**src/rtl/dcsm_pkg.sv**
```systemverilog
package dcsm_pkg;

   localparam int SlotCountDefault = 15;

   localparam int TexW   = 31;
   localparam int IdxW   = 24;
   localparam int SlotW  = 4;
   localparam int ReqDataW  = 112;
   localparam int ReqUserW  = 1;
   localparam int RspDataW  = 64;

   localparam logic [IdxW-1:0] IdxMax = '1;

   typedef struct packed {
      logic            first_batch;
      logic            cull_enable;
      logic            two_textures;
      logic [TexW-1:0] texture_a;
      logic [TexW-1:0] texture_b;
      logic [IdxW-1:0] first_index;
      logic [IdxW-1:0] index_total;
   } batch_type;

   typedef struct packed {
      logic [SlotW-1:0] slot_a;
      logic [SlotW-1:0] slot_b;
      logic             opened_call;
      logic [IdxW-1:0]  call_first_index;
      logic [IdxW-1:0]  call_index_total;
      logic             call_cull;
      logic [SlotW-1:0] slots_in_use;
      logic             added_texture_a;
      logic             added_texture_b;
   } result_type;

endpackage

```
**src/rtl/draw_call_sampler_slot_merger_unit.sv**
```systemverilog
// An accepted req word reaches its rsp word via the input register, then the result register.
// Throughput: one batch per cycle unless rsp_tready stalls the output; the slot lookup is a
// parallel compare against all SLOT_COUNT slot registers, and the open call state updates at
// the same edge as the result. Reset (synchronous, active high) clears both valid flags and the
// open call; the slot table is not reset, only slots below the occupied count are ever compared.
module draw_call_sampler_slot_merger_unit
   import dcsm_pkg::*;
#(
   parameter int SLOT_COUNT = SlotCountDefault
) (
   input  logic                clock,
   input  logic                reset,

   input  logic                req_tvalid,
   output logic                req_tready,
   // [0] cull_enable, [1] two_textures, [32:2] texture_a, [63:33] texture_b,
   // [87:64] first_index, [111:88] index_total
   input  logic [ReqDataW-1:0] req_tdata,
   // [0] first_batch
   input  logic [ReqUserW-1:0] req_tuser,

   output logic                rsp_tvalid,
   input  logic                rsp_tready,
   // [3:0] slot_a, [7:4] slot_b, [8] opened_call, [32:9] call_first_index,
   // [56:33] call_index_total, [57] call_cull, [61:58] slots_in_use,
   // [62] added_texture_a, [63] added_texture_b
   output logic [RspDataW-1:0] rsp_tdata
);

   localparam int CntW = $clog2(SLOT_COUNT + 1);
   localparam int AdrW = $clog2(SLOT_COUNT);
   localparam int ExtW = (CntW > SlotW) ? CntW : SlotW;

   // input and result registers
   logic       in_valid_ff, in_valid_in;
   batch_type  in_item_ff, in_item_in;
   logic       rsp_valid_ff, rsp_valid_in;
   result_type rsp_item_ff, rsp_item_in;

   // open call state
   logic [TexW-1:0] slot_table_ff [SLOT_COUNT];
   logic [CntW-1:0] used_slots_ff, used_slots_in;
   logic            open_valid_ff, open_valid_in;
   logic [IdxW-1:0] open_start_ff, open_start_in;
   logic [IdxW-1:0] open_count_ff, open_count_in;
   logic            open_cull_ff, open_cull_in;

   logic                  advance;
   logic [SLOT_COUNT-1:0] hit_a, hit_b;
   logic                  found_a, found_b;
   logic [CntW-1:0]       pos_a, pos_b;
   logic [IdxW:0]         call_end;
   logic                  join_ok;
   logic [CntW-1:0]       avail;
   logic                  miss_a, miss_b, need_b;
   logic                  create;
   logic                  wr_a, wr_b;
   logic [CntW-1:0]       adr_a, adr_b;
   logic [TexW-1:0]       data_b;
   logic [CntW-1:0]       sa, sb, used_mid;
   logic                  add_a, add_b;
   logic [IdxW-1:0]       count_base;
   logic [IdxW:0]         count_sum;
   logic [ExtW-1:0]       sa_ext, sb_ext, used_ext;

   assign advance    = in_valid_ff && (!rsp_valid_ff || rsp_tready);
   assign req_tready = !in_valid_ff || advance;

   always_comb begin
      in_valid_in = in_valid_ff;
      in_item_in  = in_item_ff;
      if (req_tvalid && req_tready) begin
         in_valid_in              = 1'b1;
         in_item_in.first_batch   = req_tuser[0];
         in_item_in.cull_enable   = req_tdata[0];
         in_item_in.two_textures  = req_tdata[1];
         in_item_in.texture_a     = req_tdata[32:2];
         in_item_in.texture_b     = req_tdata[63:33];
         in_item_in.first_index   = req_tdata[87:64];
         in_item_in.index_total   = req_tdata[111:88];
      end else if (advance) begin
         in_valid_in = 1'b0;
      end
   end

   // parallel lookup over occupied slots, lowest matching slot wins
   always_comb begin
      for (int i = 0; i < SLOT_COUNT; i++) begin
         hit_a[i] = (CntW'(i) < used_slots_ff) && (slot_table_ff[i] == in_item_ff.texture_a);
         hit_b[i] = (CntW'(i) < used_slots_ff) && (slot_table_ff[i] == in_item_ff.texture_b);
      end
      pos_a = '0;
      pos_b = '0;
      for (int i = SLOT_COUNT - 1; i >= 0; i--) begin
         if (hit_a[i]) begin
            pos_a = CntW'(i);
         end
         if (hit_b[i]) begin
            pos_b = CntW'(i);
         end
      end
   end

   assign found_a = |hit_a;
   assign found_b = |hit_b;

   always_comb begin
      call_end = {1'b0, open_start_ff} + {1'b0, open_count_ff};
      join_ok  = open_valid_ff && !in_item_ff.first_batch &&
                 (open_cull_ff == in_item_ff.cull_enable) &&
                 ({1'b0, in_item_ff.first_index} == call_end);
      avail    = CntW'(SLOT_COUNT) - used_slots_ff;
      miss_a   = !found_a;
      miss_b   = in_item_ff.two_textures && !found_b;
      // second id needs one more free slot beyond the first
      need_b   = miss_b && ((avail == '0) || (miss_a && avail == CntW'(1)));
      create   = !join_ok || (miss_a && avail == '0) || need_b;

      if (create) begin
         sa       = '0;
         add_a    = 1'b1;
         used_mid = CntW'(1);
         add_b    = in_item_ff.two_textures;
         sb       = in_item_ff.two_textures ? CntW'(1) : '0;
      end else begin
         sa       = found_a ? pos_a : used_slots_ff;
         add_a    = miss_a;
         used_mid = used_slots_ff + CntW'(miss_a);
         add_b    = miss_b;
         sb       = !in_item_ff.two_textures ? '0 : (found_b ? pos_b : used_mid);
      end
      used_slots_in = used_mid + CntW'(add_b);

      wr_a   = advance && add_a;
      wr_b   = advance && add_b;
      adr_a  = sa;
      adr_b  = sb;
      data_b = in_item_ff.texture_b;

      count_base = create ? '0 : open_count_ff;
      count_sum  = {1'b0, count_base} + {1'b0, in_item_ff.index_total};

      open_valid_in = 1'b1;
      open_start_in = create ? in_item_ff.first_index : open_start_ff;
      open_cull_in  = create ? in_item_ff.cull_enable : open_cull_ff;
      // saturate the running count
      open_count_in = count_sum[IdxW] ? IdxMax : count_sum[IdxW-1:0];
   end

   assign sa_ext   = ExtW'(sa);
   assign sb_ext   = ExtW'(sb);
   assign used_ext = ExtW'(used_slots_in);

   always_comb begin
      rsp_valid_in = rsp_valid_ff;
      rsp_item_in  = rsp_item_ff;
      if (advance) begin
         rsp_valid_in                 = 1'b1;
         rsp_item_in.slot_a           = sa_ext[SlotW-1:0];
         rsp_item_in.slot_b           = sb_ext[SlotW-1:0];
         rsp_item_in.opened_call      = create;
         rsp_item_in.call_first_index = open_start_in;
         rsp_item_in.call_index_total = open_count_in;
         rsp_item_in.call_cull        = open_cull_in;
         rsp_item_in.slots_in_use     = used_ext[SlotW-1:0];
         rsp_item_in.added_texture_a  = add_a;
         rsp_item_in.added_texture_b  = add_b;
      end else if (rsp_tready) begin
         rsp_valid_in = 1'b0;
      end
   end

   always_ff @(posedge clock) begin
      if (reset) begin
         in_valid_ff   <= 1'b0;
         rsp_valid_ff  <= 1'b0;
         used_slots_ff <= '0;
         open_valid_ff <= 1'b0;
         open_start_ff <= '0;
         open_count_ff <= '0;
         open_cull_ff  <= 1'b0;
      end else begin
         in_valid_ff  <= in_valid_in;
         rsp_valid_ff <= rsp_valid_in;
         if (advance) begin
            used_slots_ff <= used_slots_in;
            open_valid_ff <= open_valid_in;
            open_start_ff <= open_start_in;
            open_count_ff <= open_count_in;
            open_cull_ff  <= open_cull_in;
         end
      end
   end

   always_ff @(posedge clock) begin
      in_item_ff  <= in_item_in;
      rsp_item_ff <= rsp_item_in;
   end

   // slot table: up to two writes per word, never to the same slot
   always_ff @(posedge clock) begin
      for (int i = 0; i < SLOT_COUNT; i++) begin
         if (wr_a && adr_a[AdrW-1:0] == AdrW'(i)) begin
            slot_table_ff[i] <= in_item_ff.texture_a;
         end
         if (wr_b && adr_b[AdrW-1:0] == AdrW'(i)) begin
            slot_table_ff[i] <= data_b;
         end
      end
   end

   assign rsp_tvalid = rsp_valid_ff;
   assign rsp_tdata  = {rsp_item_ff.added_texture_b, rsp_item_ff.added_texture_a,
                        rsp_item_ff.slots_in_use, rsp_item_ff.call_cull,
                        rsp_item_ff.call_index_total, rsp_item_ff.call_first_index,
                        rsp_item_ff.opened_call, rsp_item_ff.slot_b, rsp_item_ff.slot_a};

   a_used_bound: assert property (@(posedge clock) disable iff (reset)
      used_slots_ff <= CntW'(SLOT_COUNT))
      else $error("occupied slot count beyond table size");

   a_idle_empty: assert property (@(posedge clock) disable iff (reset)
      !open_valid_ff |-> (used_slots_ff == '0))
      else $error("slots occupied without an open call");

   a_single_tex: assert property (@(posedge clock) disable iff (reset)
      (advance && !in_item_ff.two_textures) |=>
         (rsp_item_ff.slot_b == '0 && !rsp_item_ff.added_texture_b))
      else $error("second slot reported for a single texture batch");

   a_open_slots: assert property (@(posedge clock) disable iff (reset)
      (rsp_valid_ff && rsp_item_ff.opened_call) |->
         (rsp_item_ff.slots_in_use == SlotW'(1) || rsp_item_ff.slots_in_use == SlotW'(2)))
      else $error("new call opened with wrong slot count");

endmodule

```
**config.mk**
```make
export PLATFORM = sky130hd
export DESIGN_NAME = draw_call_sampler_slot_merger_unit
export DESIGN_NICKNAME = d
export VERILOG_FILES = /design/src/rtl/dcsm_pkg.sv /design/src/rtl/draw_call_sampler_slot_merger_unit.sv
export SDC_FILE = /design/constraint.sdc
export NUM_CORES = 2
export LEC_CHECK = 0
export BUFFER_PORTS_ARGS = -buffer_cell sky130_fd_sc_hd__buf_4
export CORE_ASPECT_RATIO = 1.4
export CORE_MARGIN = 3
export CORE_UTILIZATION = 55
export CTS_CLUSTER_SIZE = 16
export DETAILED_ROUTE_END_ITERATION = 8
export GPL_ROUTABILITY_DRIVEN = 0
export GPL_TIMING_DRIVEN = 1
export MAX_ROUTING_LAYER = met4
export PLACE_DENSITY_LB_ADDON = 0.25
export SYNTH_ARGS = -nofsm -noshare
export SYNTH_HDL_FRONTEND = slang
export SYNTH_SLANG_ARGS = --single-unit
```
**constraint.sdc**
```tcl
create_clock -name clock -period 6.98 [get_ports clock]
set_input_delay 2.094 -clock clock [delete_from_list [all_inputs] [get_ports clock]]
set_output_delay 2.094 -clock clock [all_outputs]
set_load 0.01 [all_outputs]
```
==> qor.yml <==
finalHoldViolations: 0
vias: 33500
arrival_ns: 7.21
critical_path.max_fanout: 15
syn_area_per_cell_um2: 11.65
ys_async_sr_fraction: 0
clkSinkCount: 698
dieWidth_um: 243.3
p_int_mw: 7.377
finalPower_mw: 10.13
worstReg2RegEnd: "rsp_tdata[56]"
ys_types: 77
ys_seq_area_frac: 0.4705
peakVddDrop_v: 0.0001648
grt_overflow: 0
synth_area_um2: 43360
root_buffer: "clkbuf_16"
finalMaxSlewViolations: 0
drcViolationCount: 0
firstDrtPassIters: 9
power_frac_seq: 0.471
max_freq_ghz: 0.1493
die_y_um: 338.2
rr_startpoint: "used_slots_ff[3]"
drive_gt1_frac: 0.2728
clkPwrFrac: 0.390
syn_inst: 3722
fin_skew_ns: 0.03432
status: "finished clean"
synth_ff_type: "edfxtp_1"
grt_pass1_wl_um: 227800
synth_most_common_cell: "edfxtp_1"
synth-compound-area-share: 0.03899
final_area_um2: 49950
min_period_over_period: 0.9593
cp_common_cell: "nand4_1"
finalSetupViolCount: 0
period_needed_ns: 6.696
slew_headroom: 0.2720
start_kind: "register"
worstMarginPinSlew_ns: 1.092
clkTransAtPathRegs_ns: 0.07
p_leak_nw: 17.21
synth_fp_nets: 3893
synth_top_area_share: 0.4446
fillers: 6042
drt_iter0_markers: 4142
cts_tree: "done"
cap_violations: 0
critPathLaunch: "used_slots_ff[3]"
powerDensity_nw_per_um2: 202.7
whs_ns: 0.4780
ys_top_cells_by_area: "edfxtp_1 (44%), mux2_2 (13%), xnor2_1 (11%), xor2_1 (9.0%), nand4_1 (3.0%)"
final_nets: 4116
yosys.area.top_type: "edfxtp_1"
required_ns: 7.49
synthXorXnorAreaFrac: 0.2006
fp.coreArea_um2: 77970
rows: 121
rrSetupSlack_ns: 0.28
cp-endpoint: "rsp_tdata[56]"
wl_per_cell_um: 31.70
yosys_warnings: 0
grt_use_total: 0.3912
synthSimpleGateAreaFrac: 0.1146
clock_latency_ns: 0.67
antenna_left: 0
p_sw_frac: 0.2714
cts_buffers: 75
clk_path_buf_depth: 3
routed_via_density: 6.630
io_pins: 183
ff2ff_path_depth: 25
cp_slowest_stage_delay_ns: 0.58
dpl.cell_count: 4893
place_area_um2: 47250
p_switching_mw: 2.748
numPortBuffers: 182
min_path_type: "register to register"
area_growth_pct: 15.20
setup_tns_ns: 0
initial_core_util: 0.5561
grt_pass1_vias: 33192
critical_path_class: "register to register"
drt_wl_total_um: 160200
ys_ff_latch: 698
power_frac_comb: 0.139
synth-edff-count: 642
dieArea_um2: 82290
synth_top_family_by_area: "XOR/XNOR gates"
muxShareOfSynthArea: 0.1282
antenna_found_initial: 1
synth-adder-area-share: 0.01593
grt_max_degree: 114
critPathSlowestCell: "or4b_1"
synth_common_cells: "edfxtp_1 (642), xnor2_1 (547), mux2_2 (487)"
instances_no_fill: 5053
h-tree-depth: 3
hpwl_um: 107500
critPathCaptureType: "register"
how the worst min path moves through the flow:
stage	endpoint	depth (start not counted)	start	slack (ns)
CTS	open_start_ff[8]	2	open_start_ff[8]	0.48
detailed placement	open_start_ff[8]	2	open_start_ff[8]	0.47
global placement	open_cull_ff	2	open_cull_ff	0.46
finish	open_start_ff[8]	2	open_start_ff[8]	0.48
floorplan	open_valid_ff	2	open_valid_ff	0.44
global route	open_start_ff[17]	2	open_start_ff[17]	0.50
layout make-up:
class	count	area, um^2	share of cell area
clock inverter	36	250.2	0.005010
sequential	698	20400	0.4085
antenna	2	5.005	0.0001002
multi-input combinational	2703	21860	0.4376
tap	1045	1308	0.02618
timing repair buffer	428	3882	0.07772
clock buffer	102	2092	0.04188
inverter	39	148.9	0.002981
timing repair:
| item | CTS | global route |
|---|---|---|
| hold buffers | 0 | 0 |
| gates cloned | 0 | 1 |
| setup buffers | 0 | 19 |
| gates resized for setup | 1 | 37 |
| endpoints found under the setup margin | 2 | 48 |
| pin swaps | 0 | 6 |
registers in the layout, indices dropped and copies added (netlist names):
signal	cells
slot_table_ff	465
data_b	31
open_start_ff	24
open_valid_ff	1
open_cull_ff	1
in_item_ff	82
open_count_ff	24
rsp_tvalid	1
in_valid_ff	1
used_slots_ff	4
rsp_tdata	64
power groups by stage:
stage,clock [mW],combinational [mW],sequential [mW]
detailed placement,0,1.34,4.85
global placement,0,1.32,4.85
floorplan,0,0.785,4.82
finish,3.95,1.41,4.76
CTS,3.97,1.34,4.77
global route,4.13,1.46,4.77
per-stage QoR:
stage | util | worst slack [ns]
finish | 0.6407 | 0.2839
global route | 0.6406 | -0.01530
CTS | 0.6361 | 0.06951
detailed placement | 0.6060 | 0.08262
global placement | 0.6060 | 0.1078
floorplan | - | 0.05111
cells in the final DEF, fill, tap and decap left out, drive strengths merged, types with 8 or more instances in the layout:
cell	count
a211oi	31
a21o	20
a21oi	74
a31oi	10
and2	10
and3	10
buf	427
clkbuf	103
clkinv	24
dfxtp	56
edfxtp	642
ha	52
inv	46
mux2	492
nand2	161
nand3	43
nand4	205
nand4b	15
nor2	153
nor2b	8
nor3	40
nor4	189
nor4b	14
o21a	10
o21ai	35
o21bai	11
or3	14
or4	9
xnor2	547
xor2	446
critical path: cells and delay by family (launching register included):
family                     cells  cell delay (ns)
AOI/OAI and AO/OA             10             2.21
buffers and inverters          2             0.46
adders and majority gates      1             0.26
DFF                            1             0.42
muxes                          1             0.29
and+or+nand+nor               11             2.86
logic make-up (layout without fill, tap and decap cells):
family | Yosys count | in the layout
adder cells (fa/ha/maj) | 54 | 54
other | 0 | 2
AO/OA/AOI/OAI | 254 | 254
multiplexers | 494 | 494
buffers and inverters | 321 | 605
flip-flops | 698 | 698
XOR/XNOR | 993 | 993
AND/OR/NAND/NOR | 908 | 908
routing by layer:
layer / part of all wire / global-route usage / routed length (um)
met3: 0.11 / 0.08984 / 17380
met4: 0.11 / 0.3417 / 17970
met5: 0 / - / 0
met2: 0.44 / 0.5916 / 71270
met1: 0.33 / 0.4339 / 53550
(Power assumes the default switching activity.)
